File: src/sv/rpn_stack_evaluator_unit_macros.svh
// Assertion helpers for the RPN evaluator.
`ifndef RPN_STACK_EVALUATOR_UNIT_MACROS_SVH
`define RPN_STACK_EVALUATOR_UNIT_MACROS_SVH
`ifndef SYNTHESIS
`define RPN_ASSERT_IMP(label, clk, rst_n, ante, cons) \
  label: assert property (@(posedge clk) disable iff (!rst_n) (ante) |-> (cons)) \
    else $error("check failed");
`define RPN_ASSERT_NXT(label, clk, rst_n, ante, cons) \
  label: assert property (@(posedge clk) disable iff (!rst_n) (ante) |=> (cons)) \
    else $error("check failed");
`else
`define RPN_ASSERT_IMP(label, clk, rst_n, ante, cons)
`define RPN_ASSERT_NXT(label, clk, rst_n, ante, cons)
`endif
`endif

File: src/sv/rpn_pkg.sv
`default_nettype none
package rpn_pkg;
  localparam int STACK_DEPTH_DEF = 16;
  localparam logic [1:0] REQ_PUSH = 2'd0;
  localparam logic [1:0] REQ_OP   = 2'd1;
  localparam logic [1:0] REQ_LINE = 2'd2;
  localparam logic [1:0] REQ_EXIT = 2'd3;
  localparam logic [1:0] OP_ADD = 2'd0;
  localparam logic [1:0] OP_SUB = 2'd1;
  localparam logic [1:0] OP_MUL = 2'd2;
  localparam logic [1:0] OP_DIV = 2'd3;
  localparam logic [1:0] ERR_NONE  = 2'd0;
  localparam logic [1:0] ERR_FEW   = 2'd1;
  localparam logic [1:0] ERR_DIV0  = 2'd2;
  localparam logic [1:0] ERR_FULL  = 2'd3;
  localparam logic [63:0] POS_MAX = 64'h7FFF_FFFF_FFFF_FFFF;
  localparam logic [63:0] NEG_MAG = 64'h8000_0000_0000_0000;

  // stack row control: every cell moves together
  typedef struct packed {
    logic push;     // shift down, load top
    logic pop_wr;   // shift up, load top with result
  } stk_ctl_t;

  function automatic logic [63:0] mag64(input logic [63:0] v);
    mag64 = v[63] ? (~v + 64'd1) : v;
  endfunction

  function automatic logic [63:0] apply_sign(input logic neg, input logic [63:0] m,
                                             input logic ovf);
    if (!neg) apply_sign = (ovf || m > POS_MAX) ? POS_MAX : m;
    else if (ovf || m > NEG_MAG) apply_sign = NEG_MAG;
    else apply_sign = ~m + 64'd1;
  endfunction
endpackage
`default_nettype wire

File: src/sv/rpn_cell.sv
`default_nettype none
// One stack entry: takes its upper neighbor on push, its lower one on pop.
module rpn_cell (
  input  wire logic            clk,
  input  wire rpn_pkg::stk_ctl_t ctl,
  input  wire logic [63:0]     up_val,
  input  wire logic [63:0]     dn_val,
  output logic [63:0]          val
);
  import rpn_pkg::*;
  logic [63:0] val_r;
  always_ff @(posedge clk) begin
    if (ctl.push) val_r <= up_val;
    else if (ctl.pop_wr) val_r <= dn_val;
  end
  assign val = val_r;
endmodule
`default_nettype wire

File: config.mk
export PLATFORM = sky130hd
export DESIGN_NAME = rpn_cell
export DESIGN_NICKNAME = d
export VERILOG_FILES = /design/src/sv/rpn_stack_evaluator_unit_macros.svh /design/src/sv/rpn_pkg.sv /design/src/sv/rpn_cell.sv
export SDC_FILE = /design/constraint.sdc
export NUM_CORES = 1
export LEC_CHECK = 0
export BUFFER_PORTS_ARGS = -buffer_cell sky130_fd_sc_hd__buf_2
export CAP_MARGIN = 15
export CORE_ASPECT_RATIO = 0.5
export CORE_MARGIN = 4
export CORE_UTILIZATION = 35
export DETAILED_ROUTE_END_ITERATION = 10
export PLACE_DENSITY_LB_ADDON = 0.08
export SYNTH_ARGS = -nofsm -noshare
export SYNTH_HDL_FRONTEND = slang
export SYNTH_SLANG_ARGS = --single-unit
File: constraint.sdc
create_clock -name clk -period 2.9 [get_ports clk]
set_input_delay 0.87 -clock clk [delete_from_list [all_inputs] [get_ports clk]]
set_output_delay 0.87 -clock clk [all_outputs]
set_load 0.03 [all_outputs]
### After elaboration in Yosys (flattened, before gate mapping)

Index checks and enable logic that the tools add are counted.

* logic and storage cells: 4
* output and inout bits: 64
* register bits after elaboration: 64

* reduce and logical (&&, ||, !) cells: 1
* muxes and demuxes: 2

Operator list (number)
* 2-to-1 mux 64 bit: 2
* nonzero test 2 bit: 1

### Depth between registers and ports, before layout

* depth after elaboration: 2
* depth in mapped cells: 3
* gate-level depth less buffers: 1

### Least setup slack after synthesis

OpenSTA, ideal clock, no wires.

* path kind: input to register
* start: in ctl[1] in the netlist's numbering
* end: reg val_r[0], in the netlist val[0] (enable)
* path slack: -0.144 ns
* setup time: 0.426 ns
* arrival time: 2.619 ns
* stages: 3
* path buffers: 2
* path through: buf_6 buf_6 or2_1

* cells in the longest elaborated chain, start to end: 1

RTL lines
* start, declared: line rpn_cell.sv:5 `input wire rpn_pkg::stk_ctl_t ctl,`
* nonzero test 2 bit (no source line)
* end signal, assigned: line rpn_cell.sv:13 `if (ctl.push) val_r <= up_val;`
* end signal, assigned: line rpn_cell.sv:14 `else if (ctl.pop_wr) val_r <= dn_val;`
* end, declared: line rpn_cell.sv:11 `logic [63:0] val_r;`

No other way between the ends.
A chain may end at the register's enable or synchronous reset.

### Final worst setup path

* start: in ctl[1] in the netlist's numbering
* end: reg val_r[0], in the netlist val[0], data pin

* cells in the longest elaborated chain, start to end: 1

RTL lines (line)
* 2-to-1 mux 64 bit: rpn_cell.sv:13

No other way between the ends.

==> run metrics <==
status completed; clk root buf clkbuf_16; crit path time final 1.83 ns; Clock H-tree levels 3; commonest non-fill, non-tap cell in the layout buf_2; maximum vdd ir drop 0.349 mV; Final setup viols 0; GRT Total Usage 13.6%; worst slew pin tran 0.525 ns; Syn. warnings 0; hold worst-path end val[42]$_DFFE_PP_; Max-Cap Viols 0; Yosys reg bits 64; vias in the first global route 2037; design area 0.00423 mm^2; total iterations of the first detailed-routing run 4; drt total wl just under 7000 um; Ports 195; Pint about 0.0019 W; worst stage delay on the critical path between 0.4 and 0.5 ns; Via Count 1966; clk sink count 64; Die W 137 um; number of flip-flops in the largest register 64; HPWL reported at the end of detailed placement around 5400 um; Sw Ratio between 20% and 30%; 1st-iter DRT viols 34; # hold bufs at CTS 0; most frequent cells in the layout buf_2 (193), edfxtp_1 (64), mux2_4 (49), mux2_2 (15), clkbuf_16 (9); Power Total approximately 0.0026 W; CTS max path bufs 2; Die Y 72.4 um; Critical Path Sink Type register; Tcrit/Tclk final 63.1%; Routed Antenna Nets 0; pwr/cell area 616 mW/mm^2; register area share after synthesis 66.1%; Worst EP required ~3.0 ns; placed cell areas approximately 0.0040 mm^2; clock-pin slew on the worst setup and hold paths 0.05 ns; Startpoint Class primary input; Port-buffer cells 194; combinational power share 21.2%; CTS tree built; max frequency about 550 MHz; Syn Nets 267; first-pass GRT wire length about 10000 um; Rows 23; Yosys cell types 6; Worst Path Max Fanout 32; P_leak 2.02 nW; fin util between 50% and 60%; Psw 0.000684 W; Die ar. 0.00991 mm^2; worst min path class primary input to register; HP Start up_val[42]; share of cells above drive strength 1 79.8%; Core Footprint 0.00803 mm^2; Crit-path slowest cell buf_4; Via density 4.34; clock share of power 34.2%; Slew Limit Headroom between 60% and 70%; pins over their slew limit 0; cells after synthesis 136; antenna diode count 0; postcts setup bufs 0; crit path kind primary input to register; placed cell count 439; initial core utilization 36.2%; WHS Path Cells 2; fin nets 469; Crit path top cell by count buf_4; RSZ-0062 raised after global routing no; crit path cell chain buf_4 > buf_4 > mux2_2; share of power burned in registers 44.6%; WL/cell approximately 15 um; synthesized area per cell between 20 and 25 um^2; Final Hold Vio Count 0; Placer Congestion 0.747; TritonCTS buffer count 9; Synth Cell Area 0.00291 mm^2; Congestion Overflow GR 0; worst endpoint data arrival time 1.90 ns; PostCTS Resize Cnt 0; largest net degree at the start of global routing 36; Final Non-Filler Cells 453; area delta synth->final 45.7%; Setup TNS 0 ns; antenna violations before repair 0; DRC 0
power groups by stage:
stage	sequential [W]	clock [W]	combinational, W
after CTS	0.00116	0.000926	0.000562
after detailed placement	0.00118	0	0.000561
after global placement	0.00118	0	0.000554
after floorplan	0.00140	0	0.000144
final	0.00116	0.000892	0.000553
after global routing	0.00117	0.000971	0.000584
area by class of cell:
class	count	area [um^2]
multi-input cells	65	911
repair buffers	198	1020
clock inverters	3	11.3
well taps	112	140
clock buffers	11	233
flip-flops and latches	64	1920
fillers	731	3800
Yosys cell counts (all sizes together):
cell type | instances | share of area [%]
edfxtp | 64 | 66
mux2 | 64 | 31
buf | 7 | 2.5
or2 | 1 | 0.22
worst max-delay path by stage:
| stage | depth (start not counted) | slack [ns] | from | end |
|---|---|---|---|---|
| after floorplan | 3 | 0.49 | ctl[1] | val[0]$_DFFE_PP_ |
| after global placement | 3 | 0.77 | ctl[1] | val[0]$_DFFE_PP_ |
| after detailed placement | 3 | 0.73 | ctl[1] | val[5]$_DFFE_PP_ |
| after CTS | 3 | 1.07 | ctl[1] | val[5]$_DFFE_PP_ |
| after global routing | 3 | 1.05 | ctl[1] | val[0]$_DFFE_PP_ |
| final | 3 | 1.07 | ctl[1] | val[0]$_DFFE_PP_ |
routing by layer:
metal | vias up | wire length [um] | GRT usage (%)
met5 | - | 0 | 0
met4 | 0 | 84 | 5.42
met3 | 9 | 744 | 6.30
met2 | 103 | 3610 | 25.0
met1 | 916 | 2390 | 13.5
li1 | 938 | - | -
logic make-up (layout without fill, tap and decap cells):
group,Yosys count,in the layout,share of synthesized area [%]
DFF,64,64,66.1
buffers and inverters,7,212,2.50
and+or+nand+nor,1,1,0.215
muxes,64,64,31.1
worst max-delay path, delay by kind of cell:
family / cells / cell delay, ns
mux: 1 / 0.39
buf+inv: 2 / 0.61
per-stage QoR:
| stage | setup slack, ns | hold WS, ns |
|---|---|---|
| 2_1_floorplan | 0.489 | 1.09 |
| 3_3_place_gp | 0.770 | 1.17 |
| 3_5_place_dp | 0.726 | 1.17 |
| 4_1_cts | 1.07 | 0.829 |
| 5_1_grt | 1.05 | 0.831 |
| 6_report | 1.07 | 0.850 |
Power figures use the tool's default switching activity.
