[src/sv/rpn_stack_evaluator_unit_macros.svh]
// Assertion helpers for the RPN evaluator.
`ifndef RPN_STACK_EVALUATOR_UNIT_MACROS_SVH
`define RPN_STACK_EVALUATOR_UNIT_MACROS_SVH
`ifndef SYNTHESIS
`define RPN_ASSERT_IMP(label, clk, rst_n, ante, cons) \
  label: assert property (@(posedge clk) disable iff (!rst_n) (ante) |-> (cons)) \
    else $error("check failed");
`define RPN_ASSERT_NXT(label, clk, rst_n, ante, cons) \
  label: assert property (@(posedge clk) disable iff (!rst_n) (ante) |=> (cons)) \
    else $error("check failed");
`else
`define RPN_ASSERT_IMP(label, clk, rst_n, ante, cons)
`define RPN_ASSERT_NXT(label, clk, rst_n, ante, cons)
`endif
`endif

[src/sv/rpn_pkg.sv]
`default_nettype none
package rpn_pkg;
  localparam int STACK_DEPTH_DEF = 16;
  localparam logic [1:0] REQ_PUSH = 2'd0;
  localparam logic [1:0] REQ_OP   = 2'd1;
  localparam logic [1:0] REQ_LINE = 2'd2;
  localparam logic [1:0] REQ_EXIT = 2'd3;
  localparam logic [1:0] OP_ADD = 2'd0;
  localparam logic [1:0] OP_SUB = 2'd1;
  localparam logic [1:0] OP_MUL = 2'd2;
  localparam logic [1:0] OP_DIV = 2'd3;
  localparam logic [1:0] ERR_NONE  = 2'd0;
  localparam logic [1:0] ERR_FEW   = 2'd1;
  localparam logic [1:0] ERR_DIV0  = 2'd2;
  localparam logic [1:0] ERR_FULL  = 2'd3;
  localparam logic [63:0] POS_MAX = 64'h7FFF_FFFF_FFFF_FFFF;
  localparam logic [63:0] NEG_MAG = 64'h8000_0000_0000_0000;

  // stack row control: every cell moves together
  typedef struct packed {
    logic push;     // shift down, load top
    logic pop_wr;   // shift up, load top with result
  } stk_ctl_t;

  function automatic logic [63:0] mag64(input logic [63:0] v);
    mag64 = v[63] ? (~v + 64'd1) : v;
  endfunction

  function automatic logic [63:0] apply_sign(input logic neg, input logic [63:0] m,
                                             input logic ovf);
    if (!neg) apply_sign = (ovf || m > POS_MAX) ? POS_MAX : m;
    else if (ovf || m > NEG_MAG) apply_sign = NEG_MAG;
    else apply_sign = ~m + 64'd1;
  endfunction
endpackage
`default_nettype wire

[src/sv/rpn_alu.sv]
`default_nettype none
// Add/sub registered straight from the operands, multiply over 4 partial products, divide 1 bit/cycle.
module rpn_alu (
  input  wire logic        clk,
  input  wire logic        rst_n,
  input  wire logic        start,
  input  wire logic [1:0]  op,
  input  wire logic [63:0] a,
  input  wire logic [63:0] b,
  output logic             done,
  output logic [63:0]      res
);
  import rpn_pkg::*;
  logic        busy_r, busy_nxt, done_r, done_nxt;
  logic [1:0]  op_r;
  logic [6:0]  cnt_r, cnt_nxt;
  logic [63:0] ma_r, mb_r, res_r, res_nxt;
  logic        neg_r;
  logic [64:0] rem_r, rem_nxt;
  logic [63:0] q_r, q_nxt;
  logic        ovf_r, ovf_nxt;
  logic [127:0] acc_r, acc_nxt;
  logic [31:0] pa, pb;
  logic [63:0] pp;
  logic [6:0]  msh;
  logic [63:0] sum, dif;
  logic [65:0] trial;
  logic        bit_in;
  logic [6:0]  pos;

  assign sum = a + b;
  assign dif = a - b;
  assign pa  = cnt_r[1] ? ma_r[63:32] : ma_r[31:0];
  assign pb  = cnt_r[0] ? mb_r[63:32] : mb_r[31:0];
  // partial product and its weight: 0, 32 or 64 bits
  assign pp  = {32'd0, pa} * {32'd0, pb};
  assign msh = {{1'b0, cnt_r[1]} + {1'b0, cnt_r[0]}, 5'd0};
  assign pos = 7'd95 - cnt_r;
  assign bit_in = (pos >= 7'd32) ? ma_r[pos[5:0] - 6'd32] : 1'b0;
  // shifted remainder can reach 65 bits; one more bit for the borrow
  assign trial = {1'b0, rem_r[63:0], bit_in} - {2'b00, mb_r};

  always_comb begin
    busy_nxt = busy_r; done_nxt = 1'b0; cnt_nxt = cnt_r; res_nxt = res_r;
    rem_nxt = rem_r; q_nxt = q_r; ovf_nxt = ovf_r; acc_nxt = acc_r;
    if (start) begin
      unique case (op)
        OP_ADD: begin
          done_nxt = 1'b1;
          res_nxt = (~(a[63] ^ b[63]) & (a[63] ^ sum[63])) ? (a[63] ? NEG_MAG : POS_MAX) : sum;
        end
        OP_SUB: begin
          done_nxt = 1'b1;
          res_nxt = ((a[63] ^ b[63]) & (a[63] ^ dif[63])) ? (a[63] ? NEG_MAG : POS_MAX) : dif;
        end
        default: begin
          busy_nxt = 1'b1; cnt_nxt = '0; rem_nxt = '0; q_nxt = '0;
          ovf_nxt = 1'b0; acc_nxt = '0;
        end
      endcase
    end else if (busy_r) begin
      cnt_nxt = cnt_r + 7'd1;
      if (op_r == OP_MUL) begin
        acc_nxt = acc_r + ({64'd0, pp} << msh);
        if (cnt_r == 7'd3) begin
          busy_nxt = 1'b0; done_nxt = 1'b1;
          res_nxt = apply_sign(neg_r, acc_nxt[95:32], acc_nxt[127:96] != 32'd0);
        end
      end else begin
        if (!trial[65]) begin
          rem_nxt = trial[64:0];
          if (pos >= 7'd64) ovf_nxt = 1'b1;
          else q_nxt = q_r | (64'd1 << pos[5:0]);
        end else rem_nxt = {rem_r[63:0], bit_in};
        if (cnt_r == 7'd95) begin
          busy_nxt = 1'b0; done_nxt = 1'b1;
          res_nxt = apply_sign(neg_r, q_nxt, ovf_nxt);
        end
      end
    end
  end

  always_ff @(posedge clk) begin
    if (!rst_n) begin
      busy_r <= 1'b0; done_r <= 1'b0;
    end else begin
      busy_r <= busy_nxt; done_r <= done_nxt;
    end
    cnt_r <= cnt_nxt; res_r <= res_nxt; rem_r <= rem_nxt; q_r <= q_nxt;
    ovf_r <= ovf_nxt; acc_r <= acc_nxt;
    if (start) begin
      op_r <= op; ma_r <= mag64(a); mb_r <= mag64(b); neg_r <= a[63] ^ b[63];
    end
  end
  assign done = done_r;
  assign res  = res_r;
endmodule
`default_nettype wire

[config.mk]
export PLATFORM = sky130hd
export DESIGN_NAME = rpn_alu
export DESIGN_NICKNAME = d
export VERILOG_FILES = /design/src/sv/rpn_stack_evaluator_unit_macros.svh /design/src/sv/rpn_pkg.sv /design/src/sv/rpn_alu.sv
export SDC_FILE = /design/constraint.sdc
export NUM_CORES = 2
export LEC_CHECK = 0
export BUFFER_PORTS_ARGS = -buffer_cell sky130_fd_sc_hd__buf_2
export CAP_MARGIN = 20
export CORE_ASPECT_RATIO = 0.75
export CORE_UTILIZATION = 52
export DETAILED_ROUTE_END_ITERATION = 10
export GPL_ROUTABILITY_DRIVEN = 0
export PLACE_DENSITY = 0.71
export RECOVER_POWER = 100
export SLEW_MARGIN = 20
export SYNTH_ARGS = -nofsm -noshare
export SYNTH_HDL_FRONTEND = slang
export SYNTH_SLANG_ARGS = --single-unit
export TNS_END_PERCENT = 100
[constraint.sdc]
create_clock -name clk -period 14.92 [get_ports clk]
set_input_delay 1.492 -clock clk [delete_from_list [all_inputs] [get_ports clk]]
set_output_delay 1.492 -clock clk [all_outputs]
set_load 0.005 [all_outputs]
; Word level (Yosys, flattened, before mapping)
; Cells that the tools add are included.
[totals]
ff_bits = 461
latchBits = 0
mem_bits_rw = 0
rom_bits = 0
in_bits = 133
output_inout_bits = 65
elab_cells = 133
memories = 0
[op_classes]
addsub = 12
n_mul = 1
n_div = 0
n_lt_le_gt_ge = 7
eq_ne = 8
shifts = 2
muxes = 64
bitwise_logic = 11
n_reduce_logical = 14
[ops]
columns = operator, n
row1 = $mux 64, 28
row2 = $mux 128, 4
row3 = $add 64x1->64 const B, 4
row4 = $not 64->64, 4
row5 = $add 128x128->128, 1
row6 = $gt 64x63->1 const B, 2
row7 = $gt 64x64->1 const B, 2
row8 = $pmux 64 s2, 1
row9 = $shl 64x7->128, 1
row10 = $mux 63, 2
row11 = $sub 65x64->66, 1
row12 = $add 64x64->64, 1
row13 = $mul 32x32->64, 1
row14 = $mux 32, 2
row15 = $or 64x64->64, 1
row16 = $shl 1x6->64 const A, 1
row17 = $sub 64x64->64, 1
row18 = $reduce_bool 32->1, 1
row19 = $mux 1, 23
row20 = $mux 7, 3
row21 = $add 7x1->7 const B, 1
row22 = $eq 7x2->1 const B, 1
row23 = $eq 7x7->1 const B, 1
row24 = $ge 7x6->1 const B, 1
row25 = other kinds (22), 31

; Depth between registers and ports, before layout
[logic_depth]
depth_word = 18
depth_mapped = 58
depth_no_buf = 49

; Worst setup path before layout
; No wires, ideal clock.
[synth_path]
path_type = flip-flop to flip-flop
start = register cnt_r[1]
end = register res_r[33], in the netlist res[33], data pin
setup_time_ns = 0.272
arrival_ns = 14.292
required_time_ns = 14.648
path_slack_ns = 0.356
path_stages_with_launch = 52
path_buffers = 7
synth_period_minus_slack_ns = 14.564
cell_sequence = edfxtp_1 -> buf_1 -> clkbuf_1 -> buf_1 -> clkbuf_1 -> mux2i_1 -> clkbuf_1 -> nor2_1 -> fa_1 -> inv_1 -> fa_1 -> fa_1 -> fa_1 -> inv_1 -> fa_1 -> inv_1 -> fa_1 -> inv_1 -> (+16 left out) -> o21ai_0 -> ha_1 -> clkbuf_1 -> nand4_1 -> nor4_1 -> and3b_1 -> nand2_1 -> o21ai_1 -> a41o_1 -> a31oi_1 -> xnor2_1 -> or4_1 -> or4_4 -> or4_1 -> buf_4 -> nor3_2 -> a211oi_1 -> or4_1
[synth_between]
elab_chain_len = 18
elab_cells_between_ends = 49
classes_between = add/sub (7) / mul (1) / order compare (6) / shift (2) / mux (25) / bitwise (3) / reduce/logical (5)
[synth_lines]
columns = element, line
row1 = from (decl), rpn_alu.sv:16  ; logic [6:0] cnt_r, cnt_nxt;
row2 = from (signal assigned), rpn_alu.sv:89  ; cnt_r <= cnt_nxt; res_r <= res_nxt; rem_r <= rem_nxt; q_r <= q_nxt;
row3 = "parallel branches: the longest is 15 deep, another holds $add 128x128->128", --
row4 = $mux 64 *, rpn_alu.sv:63  ; if (op_r == OP_MUL) begin
row5 = $mux 64 *, rpn_alu.sv:61  ; end else if (busy_r) begin
row6 = $mux 64 *, rpn_alu.sv:46  ; if (start) begin
row7 = via res_nxt[33], rpn_alu.sv:17  ; logic [63:0] ma_r, mb_r, res_r, res_nxt;
row8 = to (signal assigned), rpn_alu.sv:89
row9 = to (decl), rpn_alu.sv:17
; Mark *: on every way through the listed nets, which the timed path passes. The select of a mux whose other input is x is not followed.
; A chain may end at the register's enable or synchronous reset.

; Final worst setup path
; Same ends and word-level chain as after synthesis.

==> flow_summary_export.csv <==
group,metric,value,unit
grt,grt_pass1_wl,476000,µm
timing,timing.final.crit_share,1.00,
timing,maxClockFrequency,66.9,MHz
worst_setup_path,end_kind,"register",
detailed_routing,via_count,79900,
status,violations,"design-rule violations, max-capacitance violations, max-slew violations, negative setup slack",
detailed_routing,drt_pass1_iterations,11,
worst_setup_path,worstSetupPathType,"register to register",
synth,async_reset_ff_frac,0,
detailed_routing,post-route-drc-count,95,
cts,cts_buffers,55,
detailed_routing,drtIter0Drc,13500,
floorplan,fp-row-count,125,
detailed_routing,routed_wirelength,329000,µm
detailed_routing,final_antenna_net_count,0,
detailed_routing,viasPerCell,6.66,
floorplan,start_util,0.523,
grt,grt_pass1_vias,74400,
synth,synth_area_per_cell,8.24,µm²
worst_setup_path,cp_max_fo,36,
layout,drive_above_1_share,0.0796,
timing,hold_viol,0,
timing,setup_viol,1,
placed_design,portBuffers,197,
synth,synth_common_cells,"nor2_1, inv_1, nand2_1",
status,status,"finished with violations",
layout,num-fill-cells,13900,
synth,synth.ff_latch_count,461,
worst_setup_path,cp_slowest_cell,"mux2_2",
timing,min_period,14940,ps
grt,antenna_found_initial,51,
timing,fin_skew,67.4,ps
cts,cts_max_path_buffers,3,
synth,post-synth-top-area-cell,"fa_1",
timing,worst_slew_pin_slew,6590,ps
synth,ys_warn_count,0,
floorplan,fp.dieW,458,µm
synth,synth_cell_type_count,108,
timing,final.setup.tns,-24.6,ps
synth,synthCells,9841,
floorplan,die_area,0.157,mm²
synth,synth.most_common_cell,"nor2_1",
synth,yosysTopAreaCellShare,0.223,
synth,synth_nets,11500,
cts,cts_tree,"built",
grt,grt_max_degree,162,
synth,synthFlopType,"edfxtp_1",
placed_design,dp_hpwl,262000,µm
synth,synth-edff-count,459,
cts,clk_latency,740,ps
synth,synth.area.top_cells,"fa_1, edfxtp_1, ha_1, nor2_1, inv_1",
worst_setup_path,worstReg2RegStart,"cnt_r[1]",
cts,cts-root-buf,"clkbuf_16",
floorplan,coreArea,0.155,mm²
run,cap_violations,15,
placed_design,dpl-instance-area,0.0854,mm²
floorplan,die_y,344,µm
synth,yosysSeqAreaShare,0.171,
worst_hold_path,hp-class,"register to register",
grt,grt_usage,0.406,
placed_design,dp.cells,11900,
layout,design_area,0.0876,mm²
floorplan,io_pins,198,
worst_setup_path,cp_data_arrival_time,15380,ps
timing,slew_violations,1059,
cts,clkSinkCount,461,
worst_setup_path,cp-startpoint,"cnt_r[1]",
synth,synth_area,0.0811,mm²
layout,layout.cells.non_filler,12000,
timing,relSlewSlack,-3.39,
cts,cts_hold_buffers,0,
layout,syn_to_final_growth,8.07,%
cts,cts_max_level,2,
worst_setup_path,cp.required,15350,ps
timing,setup_ws,-24.6,ps
layout,fin_nets,11500,
cts,cts.clk_slew.worst_paths,70,ps
worst_setup_path,cp-start-kind,"register",
detailed_routing,wl_per_cell,27.4,µm
timing,whs,496,ps
worst_hold_path,hp-start,"busy_r",
grt,grt.overflow.total,0,
worst_setup_path,slowest_delay,690,ps
[worst max-delay path: cells and delay by family (launching register included)]
kind,cells,cell delay [ps]
AO/OA/AOI/OAI,21,5120
XOR/XNOR,2,620
adder cells (fa/ha/maj),10,4040
buffers and inverters,5,670
flip-flops,1,490
multiplexers,1,690
AND/OR/NAND/NOR,8,2890
[final cells by class]
type	count	area, µm²	share of cell area
clock inverter	44	520	0.00594
multi-input combinational	7740	61600	0.703
sequential	461	13800	0.158
timing repair buffer	506	3470	0.0396
inverter	1121	4210	0.0481
antenna	26	65.1	0.000743
tap	2032	2540	0.0290
clock buffer	60	1400	0.0159
[per-stage QoR]
stage / utilization / setup slack, ps
after floorplan: - / 356
after global placement: 0.551 / 135
after detailed placement: 0.552 / 7.03
after CTS: 0.564 / 76.2
after global routing: 0.565 / -50.8
final: 0.566 / -24.6
[flip-flops by register name, summed over array words and instances, names as in the netlist, 2 cells and up]
name / count
acc_r: 128
cnt_r: 7
ma_r: 64
mb_r: 64
op_r: 2
q_r: 64
rem_r: 64
res: 64
[timing repair]
item,CTS,global route
buffers inserted,0,5
pin swaps,0,2
gates cloned,0,2
endpoints found under the setup margin,3,64
endpoints found under the hold margin,0,0
gates resized for setup,1,71
[worst paths after layout]
check	to	cells after the start	slack [ps]
max	res[33]	47	-20
min	busy_r	2	500
max reg2reg	res[33]	47	-20
min reg2reg	busy_r	2	500
[cell families (layout without fill, tap and decap cells)]
family	Yosys count	count (layout)	share of synthesized area
AND/OR/NAND/NOR	3334	3334	0.184
other	0	26	0
AO/OA/AOI/OAI	2261	2261	0.178
flip-flops	461	461	0.171
XOR/XNOR	494	494	0.0535
adder cells (fa/ha/maj)	1493	1493	0.314
buffers and inverters	1640	1731	0.0766
multiplexers	158	158	0.0235
[placed cells by master, fill, tap and decap left out, types with 27 or more instances in the layout]
master / synthesis / layout
a21o_1: 165 / 164
nand4_1: 122 / 122
a211oi_1: 79 / 77
buf_2: 24 / 163
clkbuf_1: 463 / 58
or3_1: 60 / 60
o21ai_1: 37 / 32
inv_1: 1115 / 1115
xnor2_1: 377 / 377
nand2_1: 1035 / 1030
buf_4: 2 / 261
and2_1: 92 / 87
or4_1: 38 / 38
and3_1: 73 / 73
or2_2: 31 / 31
clkbuf_16: 0 / 57
o22ai_1: 38 / 37
nor2_1: 1265 / 1261
mux2_2: 49 / 47
ha_1: 591 / 587
nor2b_1: 58 / 57
o21a_1: 64 / 64
o21ai_0: 498 / 494
xor2_1: 116 / 115
o41ai_1: 34 / 34
nand2b_1: 77 / 77
nor3_1: 178 / 173
nand3_1: 171 / 171
nor4_1: 58 / 51
a21oi_1: 688 / 682
o211ai_1: 57 / 57
o31ai_1: 84 / 81
mux2i_1: 88 / 62
a221oi_1: 35 / 33
a211o_1: 27 / 27
fa_1: 901 / 901
edfxtp_1: 459 / 459
o21bai_1: 98 / 98
a31oi_1: 61 / 59
[layer usage]
layer / global-route usage / wire length, µm
met5: 0.00769 / 444
met4: 0.236 / 25600
met3: 0.199 / 60400
met2: 0.536 / 123000
met1: 0.531 / 119000
Power is not shown: default switching activity piles up to over one toggle a cycle in this logic, so the estimate is an artifact.
